File: src/rtl/ima_pkg.sv
// Shared types, constants and tables for the IMA ADPCM 4-bit decoder.
// No dependencies; used by ima_dec_nibble and ima_adpcm_4bit_decoder.
package ima_pkg;

    localparam int PCM_W   = 16;
    localparam int IDX_W   = 7;
    localparam int CODE_W  = 4;
    localparam int BYTE_W  = 8;
    localparam int STEP_W  = 15;
    localparam int DIFF_W  = 17;
    localparam logic [IDX_W-1:0] IDX_MAX = 7'd88;

    typedef logic signed [PCM_W-1:0] pcm_t;
    typedef logic [IDX_W-1:0]        idx_t;
    typedef logic [STEP_W-1:0]       step_t;

    // standard 89-entry step size table
    function automatic step_t step_size(input idx_t idx);
        step_t s;
        case (idx)
            7'd0:  s = 15'd7;     7'd1:  s = 15'd8;     7'd2:  s = 15'd9;     7'd3:  s = 15'd10;
            7'd4:  s = 15'd11;    7'd5:  s = 15'd12;    7'd6:  s = 15'd13;    7'd7:  s = 15'd14;
            7'd8:  s = 15'd16;    7'd9:  s = 15'd17;    7'd10: s = 15'd19;    7'd11: s = 15'd21;
            7'd12: s = 15'd23;    7'd13: s = 15'd25;    7'd14: s = 15'd28;    7'd15: s = 15'd31;
            7'd16: s = 15'd34;    7'd17: s = 15'd37;    7'd18: s = 15'd41;    7'd19: s = 15'd45;
            7'd20: s = 15'd50;    7'd21: s = 15'd55;    7'd22: s = 15'd60;    7'd23: s = 15'd66;
            7'd24: s = 15'd73;    7'd25: s = 15'd80;    7'd26: s = 15'd88;    7'd27: s = 15'd97;
            7'd28: s = 15'd107;   7'd29: s = 15'd118;   7'd30: s = 15'd130;   7'd31: s = 15'd143;
            7'd32: s = 15'd157;   7'd33: s = 15'd173;   7'd34: s = 15'd190;   7'd35: s = 15'd209;
            7'd36: s = 15'd230;   7'd37: s = 15'd253;   7'd38: s = 15'd279;   7'd39: s = 15'd307;
            7'd40: s = 15'd337;   7'd41: s = 15'd371;   7'd42: s = 15'd408;   7'd43: s = 15'd449;
            7'd44: s = 15'd494;   7'd45: s = 15'd544;   7'd46: s = 15'd598;   7'd47: s = 15'd658;
            7'd48: s = 15'd724;   7'd49: s = 15'd796;   7'd50: s = 15'd876;   7'd51: s = 15'd963;
            7'd52: s = 15'd1060;  7'd53: s = 15'd1166;  7'd54: s = 15'd1282;  7'd55: s = 15'd1411;
            7'd56: s = 15'd1552;  7'd57: s = 15'd1707;  7'd58: s = 15'd1878;  7'd59: s = 15'd2066;
            7'd60: s = 15'd2272;  7'd61: s = 15'd2499;  7'd62: s = 15'd2749;  7'd63: s = 15'd3024;
            7'd64: s = 15'd3327;  7'd65: s = 15'd3660;  7'd66: s = 15'd4026;  7'd67: s = 15'd4428;
            7'd68: s = 15'd4871;  7'd69: s = 15'd5358;  7'd70: s = 15'd5894;  7'd71: s = 15'd6484;
            7'd72: s = 15'd7132;  7'd73: s = 15'd7845;  7'd74: s = 15'd8630;  7'd75: s = 15'd9493;
            7'd76: s = 15'd10442; 7'd77: s = 15'd11487; 7'd78: s = 15'd12635; 7'd79: s = 15'd13899;
            7'd80: s = 15'd15289; 7'd81: s = 15'd16818; 7'd82: s = 15'd18500; 7'd83: s = 15'd20350;
            7'd84: s = 15'd22385; 7'd85: s = 15'd24623; 7'd86: s = 15'd27086; 7'd87: s = 15'd29794;
            default: s = 15'd32767;
        endcase
        return s;
    endfunction

    // index movement from the code magnitude (sign bit plays no part)
    function automatic logic signed [4:0] idx_adjust(input logic [2:0] mag);
        logic signed [4:0] a;
        case (mag) inside
            [3'd0:3'd3]: a = -5'sd1;
            3'd4:        a = 5'sd2;
            3'd5:        a = 5'sd4;
            3'd6:        a = 5'sd6;
            3'd7:        a = 5'sd8;
            default:     a = -5'sd1;
        endcase
        return a;
    endfunction

endpackage

File: src/rtl/ima_dec_nibble.sv
// Single-nibble IMA ADPCM datapath: step lookup, difference, predictor saturation
// and index update. Depends on ima_pkg.
module ima_dec_nibble
(
    input  logic [ima_pkg::CODE_W-1:0] code,
    input  ima_pkg::pcm_t              pred,
    input  ima_pkg::idx_t              idx,
    output ima_pkg::pcm_t              sample,
    output ima_pkg::idx_t              idx_next
);

    ima_pkg::step_t                step;
    logic [ima_pkg::DIFF_W-1:0]    diff;
    logic signed [17:0]            pred_ext;
    logic signed [17:0]            diff_ext;
    logic signed [17:0]            sum;
    logic signed [4:0]             adj;
    logic signed [7:0]             idx_sum;

    always_comb
    begin
        step = ima_pkg::step_size(idx);
        diff = {5'd0, step[14:3]}
             + (code[2] ? {2'd0, step} : 17'd0)
             + (code[1] ? {3'd0, step[14:1]} : 17'd0)
             + (code[0] ? {4'd0, step[14:2]} : 17'd0);

        pred_ext = {{2{pred[15]}}, pred};
        diff_ext = {1'b0, diff};
        sum      = code[3] ? (pred_ext - diff_ext) : (pred_ext + diff_ext);

        if (sum > 18'sd32767)
            sample = 16'sh7FFF;
        else if (sum < -18'sd32768)
            sample = 16'sh8000;
        else
            sample = sum[15:0];

        adj     = ima_pkg::idx_adjust(code[2:0]);
        idx_sum = $signed({1'b0, idx}) + {{3{adj[4]}}, adj};
        if (idx_sum < 8'sd0)
            idx_next = '0;
        else if (idx_sum > $signed({1'b0, ima_pkg::IDX_MAX}))
            idx_next = ima_pkg::IDX_MAX;
        else
            idx_next = idx_sum[6:0];
    end

endmodule

File: src/rtl/ima_adpcm_4bit_decoder.sv
// IMA ADPCM 4-bit decoder top level: input byte register, nibble phase,
// decoder state and result register. Depends on ima_pkg and ima_dec_nibble.
//
// Usage:
//   The slave channel takes one request per code byte: tdata carries the byte,
//   tuser flags the first byte of a stream (predictor and step index cleared
//   before it is decoded), tlast flags the final byte.
//   The master channel gives two 16-bit PCM samples per byte, high nibble first;
//   tuser is high on the low-nibble sample and tlast is high on the low-nibble
//   sample of a tlast byte.
//   Path: a byte passes the input byte register, and its high-nibble sample the
//   result register, before that sample is offered; the low nibble enters the
//   result register at the edge on which the high-nibble sample is taken.
//   Throughput: one sample per cycle while the receiver does not stall, set by
//   the single nibble datapath feeding the result register; two samples per byte.
//   A new byte is taken in the same cycle as the low nibble of the previous one
//   is decoded, so the input side never waits on an empty datapath.
//   Reset clears predictor, step index and both valid flags.
//   When the receiver stalls, the result register holds its sample, decoding
//   stops and s_tready falls once the input byte register holds a byte.
module ima_adpcm_4bit_decoder
(
    input  logic        clk,
    input  logic        rst_n,
    input  logic        s_tvalid,
    output logic        s_tready,
    input  logic [7:0]  s_tdata,   // [7:0] code_byte
    input  logic        s_tuser,   // [0] first_byte
    input  logic        s_tlast,
    output logic        m_tvalid,
    input  logic        m_tready,
    output logic [15:0] m_tdata,   // [15:0] pcm_sample
    output logic        m_tuser,   // [0] second_of_pair
    output logic        m_tlast
);

    logic                 in_valid_reg;
    logic [7:0]           in_byte_reg;
    logic                 in_first_reg;
    logic                 in_last_reg;
    logic                 phase_reg;
    ima_pkg::pcm_t        pred_reg;
    ima_pkg::idx_t        idx_reg;
    logic                 out_valid_reg;
    ima_pkg::pcm_t        out_sample_reg;
    logic                 out_second_reg;
    logic                 out_end_reg;

    logic                 fire;
    logic                 accept;
    logic                 restart;
    logic [3:0]           code;
    ima_pkg::pcm_t        pred_in;
    ima_pkg::idx_t        idx_in;
    ima_pkg::pcm_t        sample;
    ima_pkg::idx_t        idx_next;

    assign fire     = in_valid_reg && (!out_valid_reg || m_tready);
    assign s_tready = !in_valid_reg || (fire && phase_reg);
    assign accept   = s_tvalid && s_tready;

    // first byte decodes its high nibble from a cleared state
    assign restart  = in_first_reg && !phase_reg;
    assign code     = phase_reg ? in_byte_reg[3:0] : in_byte_reg[7:4];
    assign pred_in  = restart ? '0 : pred_reg;
    assign idx_in   = restart ? '0 : idx_reg;

    ima_dec_nibble u_nibble
    (
        .code     (code),
        .pred     (pred_in),
        .idx      (idx_in),
        .sample   (sample),
        .idx_next (idx_next)
    );

    always_ff @(posedge clk or negedge rst_n)
    begin
        if (!rst_n)
        begin
            in_valid_reg  <= 1'b0;
            phase_reg     <= 1'b0;
            pred_reg      <= '0;
            idx_reg       <= '0;
            out_valid_reg <= 1'b0;
        end
        else
        begin
            if (accept)
            begin
                in_valid_reg <= 1'b1;
                phase_reg    <= 1'b0;
            end
            else if (fire)
            begin
                // drop the byte once its low nibble is out
                in_valid_reg <= !phase_reg;
                phase_reg    <= !phase_reg;
            end

            if (fire)
            begin
                pred_reg      <= sample;
                idx_reg       <= idx_next;
                out_valid_reg <= 1'b1;
            end
            else if (m_tready)
                out_valid_reg <= 1'b0;
        end
    end

    always_ff @(posedge clk)
    begin
        if (accept)
        begin
            in_byte_reg  <= s_tdata;
            in_first_reg <= s_tuser;
            in_last_reg  <= s_tlast;
        end
        if (fire)
        begin
            out_sample_reg <= sample;
            out_second_reg <= phase_reg;
            out_end_reg    <= phase_reg && in_last_reg;
        end
    end

    assign m_tvalid = out_valid_reg;
    assign m_tdata  = out_sample_reg;
    assign m_tuser  = out_second_reg;
    assign m_tlast  = out_end_reg;

endmodule

File: config.mk
export PLATFORM = sky130hd
export DESIGN_NAME = ima_adpcm_4bit_decoder
export DESIGN_NICKNAME = d
export VERILOG_FILES = /design/src/rtl/ima_pkg.sv /design/src/rtl/ima_dec_nibble.sv /design/src/rtl/ima_adpcm_4bit_decoder.sv
export SDC_FILE = /design/constraint.sdc
export NUM_CORES = 1
export LEC_CHECK = 0
export BUFFER_PORTS_ARGS = -buffer_cell sky130_fd_sc_hd__buf_2
export CORE_MARGIN = 8
export CORE_UTILIZATION = 60
export CTS_CLUSTER_SIZE = 10
export DETAILED_ROUTE_END_ITERATION = 8
export PLACE_DENSITY = 0.78
export RECOVER_POWER = 25
export SYNTH_ARGS = -nofsm -noshare
export SYNTH_HDL_FRONTEND = slang
export SYNTH_HIERARCHICAL = 1
export SYNTH_SLANG_ARGS = --single-unit
File: constraint.sdc
create_clock -name clk -period 10 [get_ports clk]
set_input_delay 2.5 -clock clk [delete_from_list [all_inputs] [get_ports clk]]
set_output_delay 2.5 -clock clk [all_outputs]
set_load 0.05 [all_outputs]
== Yosys cells after proc, flatten, opt, wreduce, memory -nomap -nowiden ==
Memory sizes are Yosys's and may differ from the RTL's.
Cells that the tools add are included.

* Register bits after elaboration: 54
* Latch bits: 0
* Bits in writable memories: 0
* ROM bits: 1920
* Input bits: 14
* Memories kept: 1

{| class="wikitable"
|+ Memory list
! memory !! depth !! bits a word !! read ports !! clocked after memory_dff !! wr ports !! RTL line !! RTL
|-
| (no name shown) || 128 || 15 || 1 || 0 || 0 || ima_pkg.sv:20 || <nowiki>case (idx)</nowiki>
|}

* Add/sub/neg operators: 6
* Multiply operators: 0
* Divide/modulo/power cells: 0
* $lt $le $gt $ge: 6
* Eq/ne operators: 4
* Shift-type cells: 0
* Muxes and demuxes: 21
* Bitwise operators: 0
* Reduce and logical (&&, ||, !) cells: 13

{| class="wikitable"
|+ Operators by type and width
! cell !! number
|-
| 16-bit two-way mux || 3
|-
| 17-bit adder || 2
|-
| 5-bit two-way mux || 5
|-
| 7-bit two-way mux || 3
|-
| 16-bit by 18-bit adder with 18-bit output || 1
|-
| 18-bit by 16-bit greater-than comparator with 1-bit output (second input constant) || 1
|-
| 18-bit by 16-bit < comparator with 1-bit output (second input constant) || 1
|-
| 18-bit two-way mux || 1
|-
| 16-bit by 18-bit subtractor with 18-bit output || 1
|-
| 12-bit by 17-bit adder with 17-bit output || 1
|-
| 15-bit two-way mux || 1
|-
| 14-bit two-way mux || 1
|-
| 13-bit two-way mux || 1
|-
| 3-bit equality test (second input constant) || 4
|-
| 7-bit by 8-bit adder with 8-bit output || 1
|-
| 8-bit greater-than comparator (second input constant) || 1
|-
| 8-bit by 1-bit < comparator with 1-bit output (second input constant) || 1
|-
| 1-bit logical AND || 6
|-
| 1-bit two-way mux || 5
|-
| 4-bit two-way mux || 1
|-
| 2-bit nonzero test || 2
|-
| 3-bit by 1-bit greater-or-equal comparator with 1-bit output (second input constant) || 1
|-
| 3-bit by 2-bit <= comparator with 1-bit output (second input constant) || 1
|-
| 1-bit zero test || 3
|-
| 1-bit logical OR || 2
|}

== Logic depth before layout (Yosys ltp) ==
An unclocked memory read counts as a cell.

* Depth in word-level cells: 13
* Mapped depth: 43
* Mapped depth without buffers: 37

== Modules after synthesis ==
The synthesis kept the hierarchy.

{| class="wikitable"
|+ By module, submodules not included
! module !! times used !! cells an instance !! area each (um^2)
|-
| ima_dec_nibble || 1 || 729 || 4994.8
|-
| ima_adpcm_4bit_decoder || 1 || 123 || 2067.0
|}

== Worst setup path before layout ==
Ideal clock, no wire load.

* Path type: register -> register
* Start: reg phase_reg
* End: reg pred_reg[0]
* Library setup time: 0.125 ns
* Arrival: 8.234 ns
* Path slack: 1.641 ns
* Cell stages (with the launch flop): 41
* Path buffers: 7
* Path through: dfrtp_1 -> clkbuf_2 -> inv_1 -> nand2_1 -> clkbuf_2 -> and2_1 -> clkbuf_1 -> clkbuf_1 -> buf_1 -> a22oi_1 -> o2111ai_1 -> o21ai_0 -> nor2_1 -> a31oi_1 -> and2_1 -> fa_1 -> inv_1 -> fa_1 -> [5 not listed] -> a21o_1 -> xor2_1 -> nand3_1 -> nor2_1 -> a21oi_1 -> xor2_1 -> ha_1 -> clkbuf_1 -> a21o_1 -> a211oi_2 -> a21boi_1 -> a211oi_2 -> o311ai_4 -> xor2_2 -> nor2_2 -> buf_6 -> o21ai_1 -> mux2_2

* Word-level cells in the longest chain between the ends: 13
* Elaborated cells between the ends (all ways): 19
* Those cells by class: add/sub: 5; order compare: 2; mux: 9; reduce/logical: 2; memory: 1

{| class="wikitable"
|+ Ends and longest elaborated chain
! item !! RTL line !! RTL
|-
| start, declared || ima_adpcm_4bit_decoder.sv:41 || <nowiki>logic phase_reg;</nowiki>
|-
| start signal, assigned || ima_adpcm_4bit_decoder.sv:98 || <nowiki>phase_reg <= !phase_reg;</nowiki>
|-
| 1-bit zero test (*) || ima_adpcm_4bit_decoder.sv:63 || <nowiki>assign restart = in_first_reg && !phase_reg;</nowiki>
|-
| 1-bit logical AND (*) || ima_adpcm_4bit_decoder.sv:63 ||
|-
| 7-bit two-way mux (*) || ima_adpcm_4bit_decoder.sv:66 || <nowiki>assign idx_in = restart ? '0 : idx_reg;</nowiki>
|-
| via idx_in[2] || ima_adpcm_4bit_decoder.sv:54 || <nowiki>ima_pkg::idx_t idx_in;</nowiki>
|-
| memory read 128 x 15 bit (*) || n/a ||
|-
| 15-bit two-way mux || ima_dec_nibble.sv:24 || <nowiki>+ (code[2] ? {2'd0, step} : 17'd0)</nowiki>
|-
| 12-bit by 17-bit adder with 17-bit output || ima_dec_nibble.sv:24 ||
|-
| 17-bit adder || ima_dec_nibble.sv:25 || <nowiki>+ (code[1] ? {3'd0, step[14:1]} : 17'd0)</nowiki>
|-
| 17-bit adder (*) || ima_dec_nibble.sv:26 || <nowiki>+ (code[0] ? {4'd0, step[14:2]} : 17'd0);</nowiki>
|-
| 16-bit by 18-bit adder with 18-bit output or 16-bit by 18-bit subtractor with 18-bit output (tied branches) || ima_dec_nibble.sv:30 || <nowiki>sum = code[3] ? (pred_ext - diff_ext) : (pred_ext + diff_ext);</nowiki>
|-
| 18-bit two-way mux (*) || ima_dec_nibble.sv:30 ||
|-
| 18-bit by 16-bit < comparator with 1-bit output || ima_dec_nibble.sv:34 || <nowiki>else if (sum < -18'sd32768)</nowiki>
|-
| 16-bit two-way mux || ima_dec_nibble.sv:34 ||
|-
| 16-bit two-way mux (*) || ima_dec_nibble.sv:32 || <nowiki>if (sum > 18'sd32767)</nowiki>
|-
| via sample[0] || ima_adpcm_4bit_decoder.sv:55 || <nowiki>ima_pkg::pcm_t sample;</nowiki>
|-
| end signal, assigned || ima_adpcm_4bit_decoder.sv:103 || <nowiki>pred_reg <= sample;</nowiki>
|-
| end, declared || ima_adpcm_4bit_decoder.sv:42 || <nowiki>ima_pkg::pcm_t pred_reg;</nowiki>
|}

The timed path passes the listed nets; every way through them passes the cells marked *.
A chain may end at the register's enable or synchronous reset.

== Worst setup path in the final report ==
* Start: reg phase_reg
* End: reg pred_reg[1]

The elaborated chain is that of the path after synthesis.

==> key figures <==
Global route
  – Vias in the first global route: 6,096
  – Largest net degree at the start of global routing: 51
  – First-pass GRT wire length: 29,100 um
  – Grt ovf: 0
  – Initial antenna violation count: 0
  – GRT Util Overall: 0.220

Final layout
  – Fillers: 963
  – Nets@finish: 952
  – Synthesis-to-finish area growth: 5.37%
  – Share of layout cells above drive strength 1: 0.126
  – Commonest non-fill, non-tap cell in the layout: a21oi_1
  – Commonest non-fill, non-tap cells in the layout: a21oi_1, nor2_1, nand2_1, ha_1, and2_1
  – ANT cells: 0

Critical path
  – Worst R2R End: pred_reg[1]
  – Crit path DAT: 9480 ps
  – R2R Path Start: phase_reg
  – Worst Setup End Kind: flip-flop
  – CP max stage cell: fa_1
  – Crit path top cell by count: inv_1
  – Worst R2R Path Depth: 37
  – Setup slack, reg-to-reg: 760 ps
  – Worst endpoint required time: 10,240 ps
  – Top Family by Delay on Critical Path: compound AO/OA/AOI/OAI gates
  – Buf/Inv on CP: 5
  – Startpoint types: flip-flop
  – Crit path max fanout: 13
  – Critical path's largest stage delay: 530 ps
  – Crit Path Class: reg -> reg

Synthesis
  – Sequential area share after synthesis: 0.211
  – Cells after synthesis: 852
  – Synthesized area per cell: 8.29 um2
  – Yosys cell types: 77
  – Syn_nets: 950
  – Post-Syn Area: 7060 um2
  – Top FF cell, synth: edfxtp_1
  – Ys async rst share: 0.481
  – Warning count from the yosys run: 6
  – Post-synthesis register bit count: 54
  – Post-synth EDFFs: 28

STA
  – Worst hold slack: 501 ps
  – Fin crit share: 0.924
  – Final hold vios: 0
  – Slew headroom: -0.0135
  – Worst Max-Slew Pin Slew: 1520 ps
  – RSZ-0062 raised after global routing: no
  – Slew Limit Fails: 27
  – Min Tclk post-route: 9240 ps
  – Final setup fails: 0
  – TNS Setup: 0 ps
  – Clock Skews: 13.6 ps
  – F_max: 0.108 GHz

CTS
  – Root Buffer: clkbuf_16
  – Post-CTS setup buffer count: 0
  – Total CTS buffers: 5
  – Hold Buf Count CTS: 0
  – PostCTS Resize Cnt: 0
  – Clock Path Buffers: 2
  – Clock transition at the registers of the reported paths: 80 ps
  – H-tree levels: 2
  – CTS tree: done
  – CTS Sinks: 54
  – Clock latency on the worst-skew pair: 300 ps

Flow run
  – # Max-Cap Violations: 1

Floorplan
  – Num ports: 34
  – Die height: 124 um
  – Die width: 124 um
  – Placeable Area: 11,500 um2
  – # rows: 39
  – Initial core utilization: 0.616
  – Die ar.: 15,500 um2

Route
  – Drt pass-1 iters: 7
  – Initial DRC Count: 594
  – Wire per inst: 17.8 um
  – Via Count: 6,284
  – DRT Wirelength: 17,800 um
  – DR DRC count: 0
  – Vias per inst: 6.30
  – Routed Antenna Nets: 0

Run status
  – Failing checks: max-capacitance violations, max-slew violations
  – Status: finished with violations

Placed design
  – Routability cong.: 0.969
  – Port Buffers: 33
  – Post-DP HPWL: 14,000 um

Hold path
  – Hold/Removal Path Class: reg -> reg
  – Hold Path Sink: idx_reg[1]
  – Worst hold stages: 1
  – Hold Startpoint: idx_reg[1]
-- synth_stat cells (10+ instances only) --
library cell,n,share of area
inv_1,49,0.026
mux2_2,27,0.043
a21oi_1,75,0.053
fa_1,27,0.077
edfxtp_1,28,0.12
nor3_1,12,0.0085
nand2_1,65,0.035
nor2b_1,12,0.011
nand2b_1,11,0.0097
o21ai_0,47,0.033
nor2_1,68,0.036
clkbuf_1,35,0.019
a21o_1,10,0.011
a211oi_1,11,0.012
ha_1,57,0.10
xor2_1,18,0.022
and2_1,55,0.049
xnor2_1,31,0.038
a31oi_1,16,0.014
nand3_1,19,0.013
dfrtp_1,26,0.092
-- logic make-up (layout without fill, tap and decap cells) --
logic type / after synthesis / after routing / share of synthesized area
fa+ha+maj: 84 / 84 / 0.178
mux: 33 / 33 / 0.0533
flops: 54 / 54 / 0.211
compound gates: 252 / 252 / 0.237
xor+xnor: 50 / 50 / 0.0631
buf+inv: 102 / 105 / 0.0595
simple gates: 277 / 277 / 0.198
-- routing by layer --
metal,share of wire,vias to the layer above,GRT usage
met4,0.041,0,0.106
met3,0.045,57,0.0247
met2,0.50,211,0.399
met5,0,-,0
met1,0.41,2969,0.250
li1,-,3047,-
-- final cells by class --
cell class,count,area [um2],area share
Clock buffer,5,125,0.0168
Clock inverter,3,23.8,0.00319
Inverter,50,191,0.0257
Multi-Input combinational cell,696,5160,0.694
Sequential cell,54,1490,0.200
Tap cell,143,179,0.0240
Timing Repair Buffer,47,269,0.0362
-- worst max path at each step --
| stage | start | end | cells past startpoint |
|---|---|---|---|
| floorplan | phase_reg | pred_reg[0] | 40 |
| global placement | phase_reg | pred_reg[12] | 37 |
| detailed placement | phase_reg | pred_reg[13] | 37 |
| CTS | phase_reg | pred_reg[13] | 37 |
| global route | phase_reg | pred_reg[1] | 38 |
| finish | phase_reg | pred_reg[1] | 37 |
-- stage by stage --
stage	cells	utilization	worst slack, ps	area (um2)
3_5_place_dp	990	0.635	642	7280
5_1_grt	998	0.649	64.6	7440
2_1_floorplan	852	-	1640	7060
4_1_cts	998	0.648	596	7430
3_3_place_gp	990	0.635	901	7280
6_report	998	0.649	759	7440
Power is not shown: default switching activity piles up to over one toggle a cycle in this logic, so the estimate is an artifact.
